==> config.mk <==
export PLATFORM = sky130hd
export DESIGN_NAME = cpu_alu_with_flags
export DESIGN_NICKNAME = d
export VERILOG_FILES = /design/src/rtl/smalu_pkg.sv /design/src/rtl/smalu_core.sv /design/src/rtl/cpu_alu_with_flags.sv
export SDC_FILE = /design/constraint.sdc
export NUM_CORES = 1
export LEC_CHECK = 0
export BUFFER_PORTS_ARGS = -buffer_cell sky130_fd_sc_hd__buf_2
export CORE_UTILIZATION = 40
export CTS_BUF_LIST = sky130_fd_sc_hd__clkbuf_4
export DETAILED_ROUTE_END_ITERATION = 12
export HOLD_SLACK_MARGIN = 0.15
export PLACE_DENSITY_LB_ADDON = 0.2
export SLEW_MARGIN = 20
export SYNTH_ARGS = -nofsm -noshare
export SYNTH_HDL_FRONTEND = slang
export SYNTH_SLANG_ARGS = --single-unit
==> constraint.sdc <==
create_clock -name clk -period 4.1 [get_ports clk]
set_clock_uncertainty 0.15 [all_clocks]
set_input_delay 0.615 -clock clk [delete_from_list [all_inputs] [get_ports clk]]
set_output_delay 0.615 -clock clk [all_outputs]
set_load 0.05 [all_outputs]
==> src/rtl/smalu_pkg.sv <==
// Shared types and constants for the eight-bit ALU with Z/N/H/C flags.
// Holds the operation codes, flag bit positions and request/response structs.
// No dependencies.
`default_nettype none

package smalu_pkg;

  // Operation codes carried in req_type
  typedef enum logic [4:0] {
    OP_INC    = 5'd0,
    OP_DEC    = 5'd1,
    OP_ADD    = 5'd2,
    OP_ADC    = 5'd3,
    OP_ADD16  = 5'd4,
    OP_SUB    = 5'd5,
    OP_SBC    = 5'd6,
    OP_AND    = 5'd7,
    OP_OR     = 5'd8,
    OP_XOR    = 5'd9,
    OP_SWAP   = 5'd10,
    OP_DAA    = 5'd11,
    OP_CPL    = 5'd12,
    OP_CCF    = 5'd13,
    OP_SCF    = 5'd14,
    OP_RLC    = 5'd15,
    OP_RLCA   = 5'd16,
    OP_RL     = 5'd17,
    OP_RLA    = 5'd18,
    OP_RRC    = 5'd19,
    OP_RRCA   = 5'd20,
    OP_RR     = 5'd21,
    OP_RRA    = 5'd22,
    OP_SLA    = 5'd23,
    OP_SRA    = 5'd24,
    OP_SRL    = 5'd25,
    OP_BIT    = 5'd26,
    OP_SET    = 5'd27,
    OP_RES    = 5'd28,
    OP_ADD_SP = 5'd29
  } alu_op_t;

  // Flag bit positions within the 4-bit flag field
  localparam int unsigned FLAG_Z = 3;
  localparam int unsigned FLAG_N = 2;
  localparam int unsigned FLAG_H = 1;
  localparam int unsigned FLAG_C = 0;

  // Decimal adjust constants
  localparam logic [7:0] DAA_LIMIT   = 8'h99;
  localparam logic [7:0] DAA_HI_ADJ  = 8'h60;
  localparam logic [7:0] DAA_LO_ADJ  = 8'h06;
  localparam logic [3:0] DAA_LO_MAX  = 4'h9;

  // One operation as the core sees it
  typedef struct packed {
    logic [4:0]  req_type;
    logic [15:0] operand_a;
    logic [15:0] operand_b;
    logic [2:0]  bit_index;
    logic [3:0]  flags_in;
  } alu_req_t;

  // One result
  typedef struct packed {
    logic [15:0] result_value;
    logic [3:0]  flags_out;
  } alu_rsp_t;

endpackage

`default_nettype wire

==> src/rtl/smalu_core.sv <==
// Combinational datapath of the ALU: adders, shifter, logic unit and flag update.
// Depends on smalu_pkg for operation codes, flag positions and structs.
`default_nettype none

module smalu_core (
  input  wire smalu_pkg::alu_req_t req,
  output smalu_pkg::alu_rsp_t      rsp
);
  import smalu_pkg::*;

  alu_op_t     op;
  logic [7:0]  a;
  logic [7:0]  b;
  logic        cin;
  logic        cin_eff;
  logic [8:0]  sum9;
  logic [4:0]  half_sum;
  logic [8:0]  diff9;
  logic [4:0]  half_diff;
  logic [16:0] sum17;
  logic [12:0] sum13;
  logic [15:0] sp_sum;
  logic [4:0]  sp_half;
  logic [8:0]  sp_low;
  logic [7:0]  daa_hi;
  logic [7:0]  daa_r;
  logic        daa_c;
  logic [7:0]  bit_mask;
  logic [15:0] r;
  logic [3:0]  f;
  logic        setz;

  assign op       = alu_op_t'(req.req_type);
  assign a        = req.operand_a[7:0];
  assign b        = req.operand_b[7:0];
  assign cin      = req.flags_in[FLAG_C];
  assign bit_mask = 8'd1 << req.bit_index;

  // The adders take the carry-in only for the with-carry forms
  assign cin_eff = ((op == OP_ADC) || (op == OP_SBC)) ? cin : 1'b0;

  // Byte add and subtract with nibble carries
  assign sum9      = {1'b0, a} + {1'b0, b} + {8'd0, cin_eff};
  assign half_sum  = {1'b0, a[3:0]} + {1'b0, b[3:0]} + {4'd0, cin_eff};
  assign diff9     = {1'b0, a} - {1'b0, b} - {8'd0, cin_eff};
  assign half_diff = {1'b0, a[3:0]} - {1'b0, b[3:0]} - {4'd0, cin_eff};

  // 16-bit add with carries out of bit 11 and bit 15
  assign sum17 = {1'b0, req.operand_a} + {1'b0, req.operand_b};
  assign sum13 = {1'b0, req.operand_a[11:0]} + {1'b0, req.operand_b[11:0]};

  // Stack pointer plus signed byte; flags come from the low byte
  assign sp_sum  = req.operand_a + {{8{b[7]}}, b};
  assign sp_half = {1'b0, req.operand_a[3:0]} + {1'b0, b[3:0]};
  assign sp_low  = {1'b0, req.operand_a[7:0]} + {1'b0, b};

  // Decimal adjust after add or subtract
  always_comb begin
    daa_c  = req.flags_in[FLAG_C];
    daa_hi = a;
    daa_r  = a;
    if (!req.flags_in[FLAG_N]) begin
      if (req.flags_in[FLAG_C] || (a > DAA_LIMIT)) begin
        daa_hi = a + DAA_HI_ADJ;
        daa_c  = 1'b1;
      end
      daa_r = daa_hi;
      if (req.flags_in[FLAG_H] || (daa_hi[3:0] > DAA_LO_MAX)) begin
        daa_r = daa_hi + DAA_LO_ADJ;
      end
    end else begin
      if (req.flags_in[FLAG_C]) begin
        daa_hi = a - DAA_HI_ADJ;
      end
      daa_r = daa_hi;
      if (req.flags_in[FLAG_H]) begin
        daa_r = daa_hi - DAA_LO_ADJ;
      end
    end
  end

  // Select result and update flags
  always_comb begin
    r    = 16'd0;
    f    = req.flags_in;
    setz = 1'b1;
    case (op)
      OP_INC: begin
        r[7:0]    = a + 8'd1;
        f[FLAG_H] = (r[3:0] == 4'h0);
        f[FLAG_N] = 1'b0;
      end
      OP_DEC: begin
        r[7:0]    = a - 8'd1;
        f[FLAG_H] = (r[3:0] == 4'hF);
        f[FLAG_N] = 1'b1;
      end
      OP_ADD, OP_ADC: begin
        r[7:0]    = sum9[7:0];
        f[FLAG_N] = 1'b0;
        f[FLAG_H] = half_sum[4];
        f[FLAG_C] = sum9[8];
      end
      OP_ADD16: begin
        r         = sum17[15:0];
        f[FLAG_N] = 1'b0;
        f[FLAG_H] = sum13[12];
        f[FLAG_C] = sum17[16];
        setz      = 1'b0;
      end
      OP_SUB, OP_SBC: begin
        r[7:0]    = diff9[7:0];
        f[FLAG_N] = 1'b1;
        f[FLAG_H] = half_diff[4];
        f[FLAG_C] = diff9[8];
      end
      OP_AND: begin
        r[7:0]    = a & b;
        f[FLAG_N] = 1'b0;
        f[FLAG_H] = 1'b1;
        f[FLAG_C] = 1'b0;
      end
      OP_OR, OP_XOR, OP_SWAP: begin
        case (op)
          OP_OR:   r[7:0] = a | b;
          OP_XOR:  r[7:0] = a ^ b;
          default: r[7:0] = {a[3:0], a[7:4]};
        endcase
        f[FLAG_N] = 1'b0;
        f[FLAG_H] = 1'b0;
        f[FLAG_C] = 1'b0;
      end
      OP_DAA: begin
        r[7:0]    = daa_r;
        f[FLAG_C] = daa_c;
        f[FLAG_H] = 1'b0;
      end
      OP_CPL: begin
        r[7:0]    = ~a;
        f[FLAG_N] = 1'b1;
        f[FLAG_H] = 1'b1;
        setz      = 1'b0;
      end
      OP_CCF, OP_SCF: begin
        r[7:0]    = a;
        f[FLAG_N] = 1'b0;
        f[FLAG_H] = 1'b0;
        f[FLAG_C] = (op == OP_SCF) ? 1'b1 : ~req.flags_in[FLAG_C];
        setz      = 1'b0;
      end
      OP_RLC, OP_RLCA, OP_RL, OP_RLA, OP_SLA: begin
        case (op)
          OP_RLC, OP_RLCA: r[7:0] = {a[6:0], a[7]};
          OP_RL, OP_RLA:   r[7:0] = {a[6:0], cin};
          default:         r[7:0] = {a[6:0], 1'b0};
        endcase
        f[FLAG_N] = 1'b0;
        f[FLAG_H] = 1'b0;
        f[FLAG_C] = a[7];
      end
      OP_RRC, OP_RRCA, OP_RR, OP_RRA, OP_SRA, OP_SRL: begin
        case (op)
          OP_RRC, OP_RRCA: r[7:0] = {a[0], a[7:1]};
          OP_RR, OP_RRA:   r[7:0] = {cin, a[7:1]};
          OP_SRA:          r[7:0] = {a[7], a[7:1]};
          default:         r[7:0] = {1'b0, a[7:1]};
        endcase
        f[FLAG_N] = 1'b0;
        f[FLAG_H] = 1'b0;
        f[FLAG_C] = a[0];
      end
      OP_BIT: begin
        r[7:0]    = a;
        f[FLAG_N] = 1'b0;
        f[FLAG_H] = 1'b1;
        f[FLAG_Z] = ((a & bit_mask) == 8'd0);
        setz      = 1'b0;
      end
      OP_SET: begin
        r[7:0] = a | bit_mask;
        setz   = 1'b0;
      end
      OP_RES: begin
        r[7:0] = a & ~bit_mask;
        setz   = 1'b0;
      end
      OP_ADD_SP: begin
        r         = sp_sum;
        f[FLAG_Z] = 1'b0;
        f[FLAG_N] = 1'b0;
        f[FLAG_H] = sp_half[4];
        f[FLAG_C] = sp_low[8];
        setz      = 1'b0;
      end
      default: begin
        r    = 16'd0;
        setz = 1'b0;
      end
    endcase

    if (setz) begin
      f[FLAG_Z] = (r == 16'd0);
    end
    // Accumulator rotates always clear Z
    if ((op == OP_RLCA) || (op == OP_RLA) || (op == OP_RRCA) || (op == OP_RRA)) begin
      f[FLAG_Z] = 1'b0;
    end
  end

  assign rsp.result_value = r;
  assign rsp.flags_out    = f;

endmodule

`default_nettype wire

==> src/rtl/cpu_alu_with_flags.sv <==
// Path: an accepted input item passes through the input register, then the result register, to out_tvalid.
// Throughput: one item per cycle; the input and result registers form a two-deep pipeline
// that keeps accepting while a result waits, stalling only when both hold an item
// and out_tready is low.
// Reset: rst_n synchronous, active low; clears both valid flags, payload is not reset.
// Top level of the ALU; depends on smalu_pkg and smalu_core.
`default_nettype none

module cpu_alu_with_flags (
  input  wire logic        clk,
  input  wire logic        rst_n,
  input  wire logic        in_tvalid,
  output logic             in_tready,
  // [4:0] req_type, [20:5] operand_a, [36:21] operand_b, [39:37] bit_index,
  // [43:40] flags_in, [47:44] unused
  input  wire logic [47:0] in_tdata,
  output logic             out_tvalid,
  input  wire logic        out_tready,
  // [15:0] result_value, [19:16] flags_out, [23:20] zero
  output logic [23:0]      out_tdata
);
  import smalu_pkg::*;

  logic     req_valid_r;
  alu_req_t req_r;
  alu_req_t req_nxt;
  logic     out_valid_r;
  alu_rsp_t rsp_r;
  alu_rsp_t rsp_nxt;
  logic     out_free;

  // Unpack the input item
  assign req_nxt.req_type  = in_tdata[4:0];
  assign req_nxt.operand_a = in_tdata[20:5];
  assign req_nxt.operand_b = in_tdata[36:21];
  assign req_nxt.bit_index = in_tdata[39:37];
  assign req_nxt.flags_in  = in_tdata[43:40];

  // Advance when the next stage is empty or draining
  assign out_free  = !out_valid_r || out_tready;
  assign in_tready = !req_valid_r || out_free;

  smalu_core u_core (
    .req (req_r),
    .rsp (rsp_nxt)
  );

  // Hold stage valid flags
  always_ff @(posedge clk) begin
    if (!rst_n) begin
      req_valid_r <= 1'b0;
      out_valid_r <= 1'b0;
    end else begin
      if (in_tready) begin
        req_valid_r <= in_tvalid;
      end
      if (out_free) begin
        out_valid_r <= req_valid_r;
      end
    end
  end

  // Load payload registers
  always_ff @(posedge clk) begin
    if (in_tready && in_tvalid) begin
      req_r <= req_nxt;
    end
    if (out_free && req_valid_r) begin
      rsp_r <= rsp_nxt;
    end
  end

  assign out_tvalid = out_valid_r;
  assign out_tdata  = {4'd0, rsp_r.flags_out, rsp_r.result_value};

endmodule

`default_nettype wire
# Word level (Yosys, flattened, before mapping)
# Cells that the tools add are included.
[totals] regBits=66 inputBits=52 output_inout_bits=26 wordCells=124
[op_classes] n_addsub=17 magnitude_cmp=2 n_eq_ne=30 n_shift=1 n_mux=22 n_bitwise=9 n_reduce_logical=33
[op_table] op="$pmux 8 s15" count=1
[op_table] op="$eq 5x5->1 const B" count=14
[op_table] op="$mux 8" count=7
[op_table] op="$eq 5x4->1 const B" count=8
[op_table] op="$pmux 8 s2" count=2
[op_table] op="$and 8x8->8" count=3
[op_table] op="$pmux 8 s3" count=1
[op_table] op="$reduce_or 23->1" count=1
[op_table] op="$reduce_or 22->1" count=1
[op_table] op="$eq 5x3->1 const B" count=4
[op_table] op="$add 16x16->17" count=1
[op_table] op="$reduce_or 17->1" count=1
[op_table] op="$add 16x16->16" count=1
[op_table] op="$logic_not 16->1" count=1
[op_table] op="$not 8->8" count=2
[op_table] op="$or 8x8->8" count=2
[op_table] op="$reduce_or 2->1" count=7
[op_table] op="$add 12x12->13" count=1
[op_table] op="$eq 5x2->1 const B" count=2
[op_table] op="$add 8x8->9" count=1
[op_table] op="$add 9x1->9" count=1
[op_table] op="$pmux 1 s9" count=1
[op_table] op="$reduce_or 3->1" count=3
[op_table] op="$sub 8x8->9" count=1
[op_table] op="other kinds (30)" count=47

# Logic depth before layout (Yosys ltp)
# Gate-level depths: netlist of run 1.
[depth] ltp_word=11 mapped_depth=15 mapped_depth_nobuf=12

# Hierarchy
# Synthesis of run 1 repeated with hierarchy kept, for this count alone.
[unflattened] cells_unflattened=772 hier_area_um2=6796.5
[modules_own_cells] mod="smalu_core" instances=1 cells_per_inst=694 area_per_inst_um2=4737.0 seq_area_each_um2=0.0
[modules_own_cells] mod="cpu_alu_with_flags" instances=1 cells_per_inst=78 area_per_inst_um2=2059.5 seq_area_each_um2=1961.9

# Worst setup path before layout of run 1
# OpenSTA, ideal clock, no wires.
[synth_timing] path_kind="reg-to-reg" from="reg req_r[40] (netlist bit)" to="reg rsp_r, in the netlist out_tdata[19] (data pin)" setup_ps=180 t_arrival_ps=3899 required_ps=3770 slack_ps=-129 stages_incl_launch_ff=16 path_buffers=4 synth_period_minus_slack_ps=4229 cell_sequence="edfxtp_1 -> buf_2 -> buf_2 -> buf_2 -> clkbuf_1 -> o2111ai_1 -> fa_1 -> ha_1 -> a211oi_1 -> xor2_1 -> o22ai_1 -> nor4_1 -> o211ai_1 -> or3_1 -> or4_1 -> o41ai_2"
[synth_rtl] element="start, declared" line="cpu_alu_with_flags.sv:25" rtl="alu_req_t req_r;"
[synth_rtl] element="start signal, assigned" line="cpu_alu_with_flags.sv:66" rtl="req_r <= req_nxt;"
[synth_rtl] element="end signal, assigned" line="cpu_alu_with_flags.sv:69" rtl="rsp_r <= rsp_nxt;"
[synth_rtl] element="end, declared" line="cpu_alu_with_flags.sv:28" rtl="alu_rsp_t rsp_r;"

==> qor.yml, run 1 <==
clkLatencyLatePin_ns: 0.47
yosys.area.top_type: "edfxtp_1"
syn_inst: 703
final_antenna_net_count: 0
worst_pin_slew_ns: 0.990
ys_ff_latch: 66
crit_chain: "nor2b_2 > o2111ai_4 > fa_2 > ha_1 > a211oi_4 > xor2_1 > o22ai_1 > nor4_2 > o211ai_1 > or3_1 > or4_1 > o41ai_2"
cts_tree: "yes"
post-route-period-util: 0.969
powerDensity_nw_per_um2: 283
fin_util: 0.503
timing.hold.ws_ns: 0.156
crit_required_ns: 4.25
h-tree-depth: 3
hpwlAfterDp_um: 17000
finalSetupViolCount: 0
die_w_um: 128
portBuffers: 69
ys_seq_area_frac: 0.310
avgSynthCellArea_um2: 9.01
grt_pass1_wl_um: 34700
avgRoutedWirePerCell_um: 22.0
vias: 6406
post-synth-top-area-fraction: 0.303
grt_pass1_vias: 5884
async_reset_ff_frac: 0
ir_drop_uv: 252
yosys_most_used_dff: "edfxtp_1"
first_iter_violations: 757
regArea_um2: 1960
max_freq_mhz: 252
cts.sinks: 66
die_area_um2: 16300
max_stage_delay_ns: 0.44
critPathLaunchType: "register"
num_rows: 45
finalWirelength_um: 23000
hold_class: "input pin to register"
rsz0062_at_grt: "false"
arrival_ns: 4.12
status: "completed"
die_h_um: 128
placed_cells: 989
syn2layout_area_growth_pct: 21.7
final_hold_viol_count: 0
via_per_inst: 6.14
root_buffer: "clkbuf_4"
grt_max_degree: 50
cp_slowest_cell: "edfxtp_1"
crit_buf_inv: 0
maxSlewHeadroom: 0.337
ys_types: 89
dr.pass1.iters: 7
min_period_ns: 3.97
clkTransAtPathRegs_ns: 0.13
slew_violations: 0
crit_family: "simple AND/OR/NAND/NOR gates"
critPathMaxFanout: 3
criticalPathCategory: "register to register"
cts_buffers: 9
maxCapViolCount: 0
fin_cells: 1044
netlist_top_cells_area: "edfxtp_1, ha_1, nand2_1"
multiInputGateArea_um2: 4070
track_usage: 0.284
drive_gt1_frac: 0.202
synth-edff-count: 64
n_fill_cell: 1474
place_congestion: 1.00
ios: 78
start_util: 0.413
endpoint_kind: "register"
clock_path_buffers: 2
nets: 937
grt_overflow: 0
syn_area_um2: 6330
drc: 0
yosys_warnings: 0
fp.coreArea_um2: 15300
p_leak_nw: 3.05
antenna_found_initial: 3
synthesized netlist by cell type (10+ instances only):
| cell type | n |
|---|---|
| buf_2 | 10 |
| a31oi_1 | 12 |
| edfxtp_1 | 64 |
| inv_1 | 33 |
| nor3_1 | 24 |
| nor2b_1 | 19 |
| a21oi_1 | 35 |
| ha_1 | 56 |
| o22ai_1 | 17 |
| clkbuf_1 | 24 |
| nor2_1 | 37 |
| o21ai_0 | 40 |
| a211oi_1 | 10 |
| xor2_1 | 21 |
| xnor2_1 | 21 |
| nand2_1 | 55 |
| nand2b_1 | 11 |
| nand3_1 | 13 |
sequential cells by signal (all words and copies together) (netlist names):
signal       count
req_r           44
out_tvalid       1
out_tdata       20
req_valid_r      1
kinds of logic (layout without fill, tap and decap cells):
kind of cell | count (synthesis) | after routing | synth area share
other | 1 | 6 | 0.000592
adders and majority gates | 59 | 59 | 0.120
buffers and inverters | 82 | 207 | 0.0595
and+or+nand+nor | 222 | 222 | 0.187
muxes | 5 | 5 | 0.0119
AOI/OAI and AO/OA | 226 | 226 | 0.253
xor gates and xnor gates | 42 | 42 | 0.0581
DFF | 66 | 66 | 0.310
power by group:
| part | switching, mW | total [mW] | internal, mW | leakage [nW] |
|---|---|---|---|---|
| registers | 0.0327 | 0.822 | 0.789 | 0.630 |
| clock network | 0.270 | 0.578 | 0.308 | 0.0979 |
| logic | 0.473 | 0.782 | 0.309 | 2.32 |
final timing paths:
kind | start | to | slack [ns] | depth (start not counted)
worst max-delay path | req_r[39] | out_tdata[19] | 0.13 | 12
worst min-delay path | in_tdata[31] | req_r[17] | 0.16 | 1
worst max register to register | req_r[39] | out_tdata[19] | 0.13 | 12
worst min register to register | req_valid_r | out_tvalid | 0.38 | 1
final cells by class:
cell class	count	share of cell area
Antenna cell	2	0.000649
Inverter	35	0.0170
Multi-Input combinational cell	558	0.528
Tap cell	211	0.0343
Timing Repair Buffer	156	0.141
Clock buffer	9	0.00877
Clock inverter	7	0.0151
Sequential cell	66	0.255
through the flow:
stage | instance area (um^2) | setup WS, ns | power, mW | setup TNS [ns]
after floorplan | 6350 | 0.0310 | 1.33 | 0
after global placement | 7090 | -0.0652 | 1.56 | -0.0652
after detailed placement | 7100 | -0.0237 | 1.57 | -0.0237
after CTS | 7370 | 0.0170 | 2.15 | 0
after global routing | 7710 | 0.0000240 | 2.28 | 0
final | 7710 | 0.127 | 2.18 | 0
layer usage:
metal	track usage	vias to the layer above	routed length (um)
met5	0	-	12
met4	0.125	2	879
met3	0.0785	78	1750
met2	0.445	335	10600
met1	0.366	3068	9770
li1	-	2923	-
cell usage in the layout, fill, tap and decap left out, types with 9 or more instances in the layout:
cell type,n
a21o_1,9
a31oi_1,11
nor3_1,24
a21oi_1,35
nand3_1,13
nand2b_1,11
dlygate4sd3_1,36
o21ai_0,40
xor2_1,21
ha_1,56
inv_1,33
nor2_1,37
edfxtp_1,64
o22ai_1,17
xnor2_1,21
nor2b_1,16
nand2_1,55
clkbuf_4,9
buf_4,51
buf_2,69
repair_timing:
action | 4_1_cts | 5_1_grt
resized for setup | 3 | 7
hold buffers | 7 | 29
endpoints found under the hold margin | 7 | 29
buffers inserted | 0 | 1
endpoints found under the setup margin | 1 | 2
pin swaps | 0 | 4
(Power assumes the default switching activity.)
==> inputs of run 2 (changes only) <==
CORE_ASPECT_RATIO = 1.75   (was unset)
==> qor.yml, run 2 (synthesis gave the netlist of run 1 again) <==
final_cell_mix: "buf_4, buf_2, edfxtp_1, ha_1, nand2_1"
clock_path_buffers: 2
clkLatencyLatePin_ns: 0.46
r2r_end: "out_tdata[19]"
track_usage: 0.315
slew_violations: 0
die_w_um: 97.1
post-route-period-util: 0.979
grt_overflow: 0
cts.sinks: 66
powerDensity_nw_per_um2: 276
start_util: 0.411
place_congestion: 0.998
max_freq_mhz: 249
grt_pass1_wl_um: 38000
rr_startpoint: "req_r[39]"
largest_reg_flops: 44
holdPathStages: 1
critPathLaunchType: "register"
comb_power_share: 0.384
portBuffers: 69
finalWirelength_um: 25500
final_common_cell: "buf_4"
ctsHoldBuffers: 0
ir_drop_uv: 182
worstHoldStart: "in_tdata[2]"
first_iter_violations: 440
hpwlAfterDp_um: 19600
avgRoutedWirePerCell_um: 25.2
drive_gt1_frac: 0.237
p_leak_nw: 3.00
hold_class: "input pin to register"
fin_cells: 1009
syn2layout_area_growth_pct: 17.5
final_antenna_net_count: 0
crit_required_ns: 4.23
vias: 6346
intPower_mw: 1.23
die_h_um: 168
clkTransAtPathRegs_ns: 0.15
status: "completed"
drc: 0
power.switching_uw: 827
nets: 928
maxCapViolCount: 0
rr_worst_depth: 10
pwr-share-clk: 0.216
n_fill_cell: 1479
min_delay_worst_endpoint: "req_r[41]"
dr.pass1.iters: 5
num_rows: 60
fp.coreArea_um2: 15400
regMostFlops: "req_r"
worst_pin_slew_ns: 1.12
timing.hold.ws_ns: 0.172
grt_pass1_vias: 6589
fin_util: 0.484
rsz0062_at_grt: "true"
maxSlewHeadroom: 0.253
root_buffer: "clkbuf_4"
ff2ff_setup_slack_ns: 0.08
critPathMaxFanout: 4
endpoint_kind: "register"
min_period_ns: 4.02
sequentialPowerShare: 0.399
switching_share: 0.402
grt_max_degree: 48
final_hold_viol_count: 0
antenna_found_initial: 1
placed_cells: 988
arrival_ns: 4.15
die_area_um2: 16400
h-tree-depth: 3
cts_tree: "yes"
via_per_inst: 6.29
finalSetupViolCount: 0
criticalPathCategory: "register to register"
cts_buffers: 9
ios: 78
## run 2: how the worst max path moves through the flow
stage / startpoint / end / slack [ns] / cells after the start
after floorplan: req_r[39] / out_tdata[19] / 0.03 / 13
after global placement: req_r[39] / out_tdata[19] / 0.05 / 10
after detailed placement: req_r[39] / out_tdata[19] / -0.02 / 10
after CTS: req_r[39] / out_tdata[19] / 0.006 / 10
after global routing: req_r[39] / out_tdata[19] / -0.13 / 12
final: req_r[39] / out_tdata[19] / 0.08 / 10
## run 2: power by group through the flow
stage                     logic [mW]  registers [mW]  clock network, mW
final                          0.790           0.821              0.445
after floorplan                0.459           0.873                  0
after CTS                      0.770           0.821              0.452
after detailed placement       0.766           0.836                  0
after global routing           0.848           0.826              0.475
after global placement         0.757           0.835                  0
## run 2: metrics by stage
stage               worst slack, ns  power (mW)  area [um^2]  setup TNS (ns)
floorplan                    0.0310        1.33         6350               0
global placement             0.0471        1.59         7240               0
detailed placement          -0.0194        1.60         7240         -0.0194
CTS                         0.00624        2.04         7370               0
global route                 -0.130        2.15         7440          -0.130
finish                       0.0845        2.06         7440               0
## run 2: layout make-up
class / count / area (um^2) / share of cell area
sequential: 66 / 1960 / 0.264
clock inverter: 7 / 51.3 / 0.00689
tap: 186 / 233 / 0.0313
antenna: 1 / 2.50 / 0.000336
clock buffer: 9 / 67.6 / 0.00908
inverter: 35 / 131 / 0.0177
multi-input combinational: 558 / 4070 / 0.546
timing repair buffer: 147 / 931 / 0.125
## run 2: layer usage
metal	up-vias	global-route usage	wire length, um
met1	3054	0.307	8690
li1	2901	-	-
met2	282	0.581	13300
met4	0	0.267	2280
met5	-	0	0
met3	109	0.0399	1230
## run 2: worst max-delay path: stages (launching register included)
cell and delay [ns]:
edfxtp_1 0.50, nor2b_4 0.18, o2111ai_4 0.17, fa_2 0.46, fa_1 0.45, a222oi_1 0.27
o2111ai_1 0.19, a2111o_1 0.42, or3_1 0.37, or4_4 0.48, o41ai_2 0.21
## run 2: what timing repair did
| item | CTS | global route |
|---|---|---|
| setup endpoints to repair | 1 | 2 |
| resized for setup | 2 | 8 |
| setup buffers | 0 | 4 |
| pin swaps | 0 | 4 |
==> inputs of run 3 (changes only) <==
BUFFER_PORTS_ARGS = unset   (was -buffer_cell sky130_fd_sc_hd__buf_2)
DONT_BUFFER_PORTS = 1   (was unset)
==> qor.yml, run 3 (synthesis gave the netlist of run 1 again) <==
fin_cells: 969
intPower_mw: 1.33
hpwlAfterDp_um: 18900
rr_startpoint: "req_r[41]"
worstHoldStart: "out_tready"
max_stage_delay_ns: 0.61
maxSlewHeadroom: 0.284
die_area_um2: 16400
comb_power_share: 0.336
powerDensity_nw_per_um2: 285
min_delay_worst_endpoint: "out_tvalid"
critPathMaxFanout: 4
ios: 78
criticalPathCategory: "register to register"
place_congestion: 0.992
largest_reg_flops: 44
h-tree-depth: 3
crit_required_ns: 4.21
syn2layout_area_growth_pct: 18.2
die_h_um: 168
critPathLaunchType: "register"
switching_share: 0.375
multiInputGateArea_um2: 4080
final.setup.worst_slack_ns: 0.0605
met1Wirelength_um: 8310
portBuffers: 0
arrival_ns: 4.15
pwr-share-clk: 0.254
ir_drop_uv: 162
fin_util: 0.486
grt_max_degree: 50
final_hold_viol_count: 0
clkTransAtPathRegs_ns: 0.16
post-route-period-util: 0.985
status: "completed"
dpl-instance-area_um2: 6760
drive_gt1_frac: 0.141
cts_tree: "yes"
n_fill_cell: 1434
ff2ff_setup_slack_ns: 0.06
sequentialPowerShare: 0.410
num_rows: 60
final_cell_mix: "edfxtp_1, buf_4, ha_1, nand2_1, dlygate4sd3_1"
first_iter_violations: 525
grt_overflow: 0
avgRoutedWirePerCell_um: 25.7
route.met3.wl_um: 1510
crit_chain: "nor2b_4 > o2111ai_4 > fa_2 > fa_1 > o21a_1 > nor2_1 > xnor2_1 > a22oi_1 > o211a_1 > o2111ai_2 > or4_4 > o41ai_2"
highest_layer: "met4"
cts_buffers: 9
regArea_um2: 1960
max_freq_mhz: 248
final_antenna_net_count: 0
antenna_found_initial: 1
clkLatencyLatePin_ns: 0.46
p_leak_nw: 2.86
grt_pass1_wl_um: 37100
rr_worst_depth: 12
maxCapViolCount: 0
fp.coreArea_um2: 15400
vias: 6276
track_usage: 0.305
holdPathStages: 2
drc: 0
start_util: 0.411
die_w_um: 97.1
cts.sinks: 66
min_period_ns: 4.04
dr.pass1.iters: 5
final_common_cell: "edfxtp_1"
power.switching_uw: 801
placed_cells: 901
slew_violations: 0
regMostFlops: "req_r"
finalWirelength_um: 24900
endpoint_kind: "register"
via_per_inst: 6.48
clock_path_buffers: 2
finalSetupViolCount: 0
preCtsSetupSlack_ns: -0.0231
grt_pass1_vias: 6505
root_buffer: "clkbuf_4"
stdcell_area_um2: 7480
worst_pin_slew_ns: 1.07
nets: 888
r2r_end: "out_tdata[19]"
hold_class: "input pin to register"
cp_slowest_cell: "or4_4"
wl_met2_um: 12500
==> run 3: cell count changes in the layout (fill, tap and decap cells not counted), sizes merged <==
cell         change
buf             -86
bufinv           +2
dlygate4sd3     +46
inv              -2
==> run 3: what timing repair did <==
action,4_1_cts,5_1_grt
gates resized for setup,2,10
hold buffers,46,0
endpoints found under the setup margin,1,2
pin swaps,0,5
buffers inserted,0,5
endpoints found under the hold margin,46,0
==> run 3: metal layers <==
metal  vias to the layer above  track usage
met1                      2965        0.293
li1                       2817            -
met3                       150       0.0477
met2                       344        0.551
met4                         0        0.280
met5                         -            0
==> run 3: stage by stage <==
stage,TNS [ns],power (mW),hold slack (ns)
3_3_place_gp,0,1.53,0.345
3_5_place_dp,-0.0231,1.54,0.348
5_1_grt,-0.0906,2.22,0.268
6_report,0,2.13,0.277
2_1_floorplan,0,1.33,0.327
4_1_cts,0,2.12,0.253
==> run 3: how the worst max path moves through the flow <==
stage                    end       from  slack, ns
2_1_floorplan  out_tdata[19]  req_r[39]       0.03
3_3_place_gp   out_tdata[19]  req_r[41]       0.06
3_5_place_dp   out_tdata[19]  req_r[41]      -0.02
4_1_cts        out_tdata[19]  req_r[41]      0.007
5_1_grt        out_tdata[19]  req_r[41]      -0.09
6_report       out_tdata[19]  req_r[41]       0.06
==> run 3: critical path, delay by kind of cell, from the launching register on <==
kind / cells / cell delay, ns
xor+xnor: 1 / 0.10
flops: 1 / 0.47
compound gates: 6 / 1.23
fa+ha+maj: 2 / 0.88
simple gates: 3 / 1.00
==> run 3: power by group through the flow <==
| stage | sequential [mW] | combinational, mW | clock (mW) |
|---|---|---|---|
| 6_report | 0.876 | 0.716 | 0.543 |
| 5_1_grt | 0.879 | 0.769 | 0.576 |
| 4_1_cts | 0.874 | 0.690 | 0.558 |
| 3_5_place_dp | 0.890 | 0.650 | 0 |
| 3_3_place_gp | 0.889 | 0.643 | 0 |
| 2_1_floorplan | 0.873 | 0.459 | 0 |
==> run 3: final cells by class <==
type / instances / share of cell area
multi-input cells: 558 / 0.545
flip-flops and latches: 66 / 0.262
repair buffers: 107 / 0.123
well taps: 186 / 0.0311
inverters: 35 / 0.0176
clock inverters: 7 / 0.0124
clock buffers: 9 / 0.00903
diodes: 1 / 0.000334
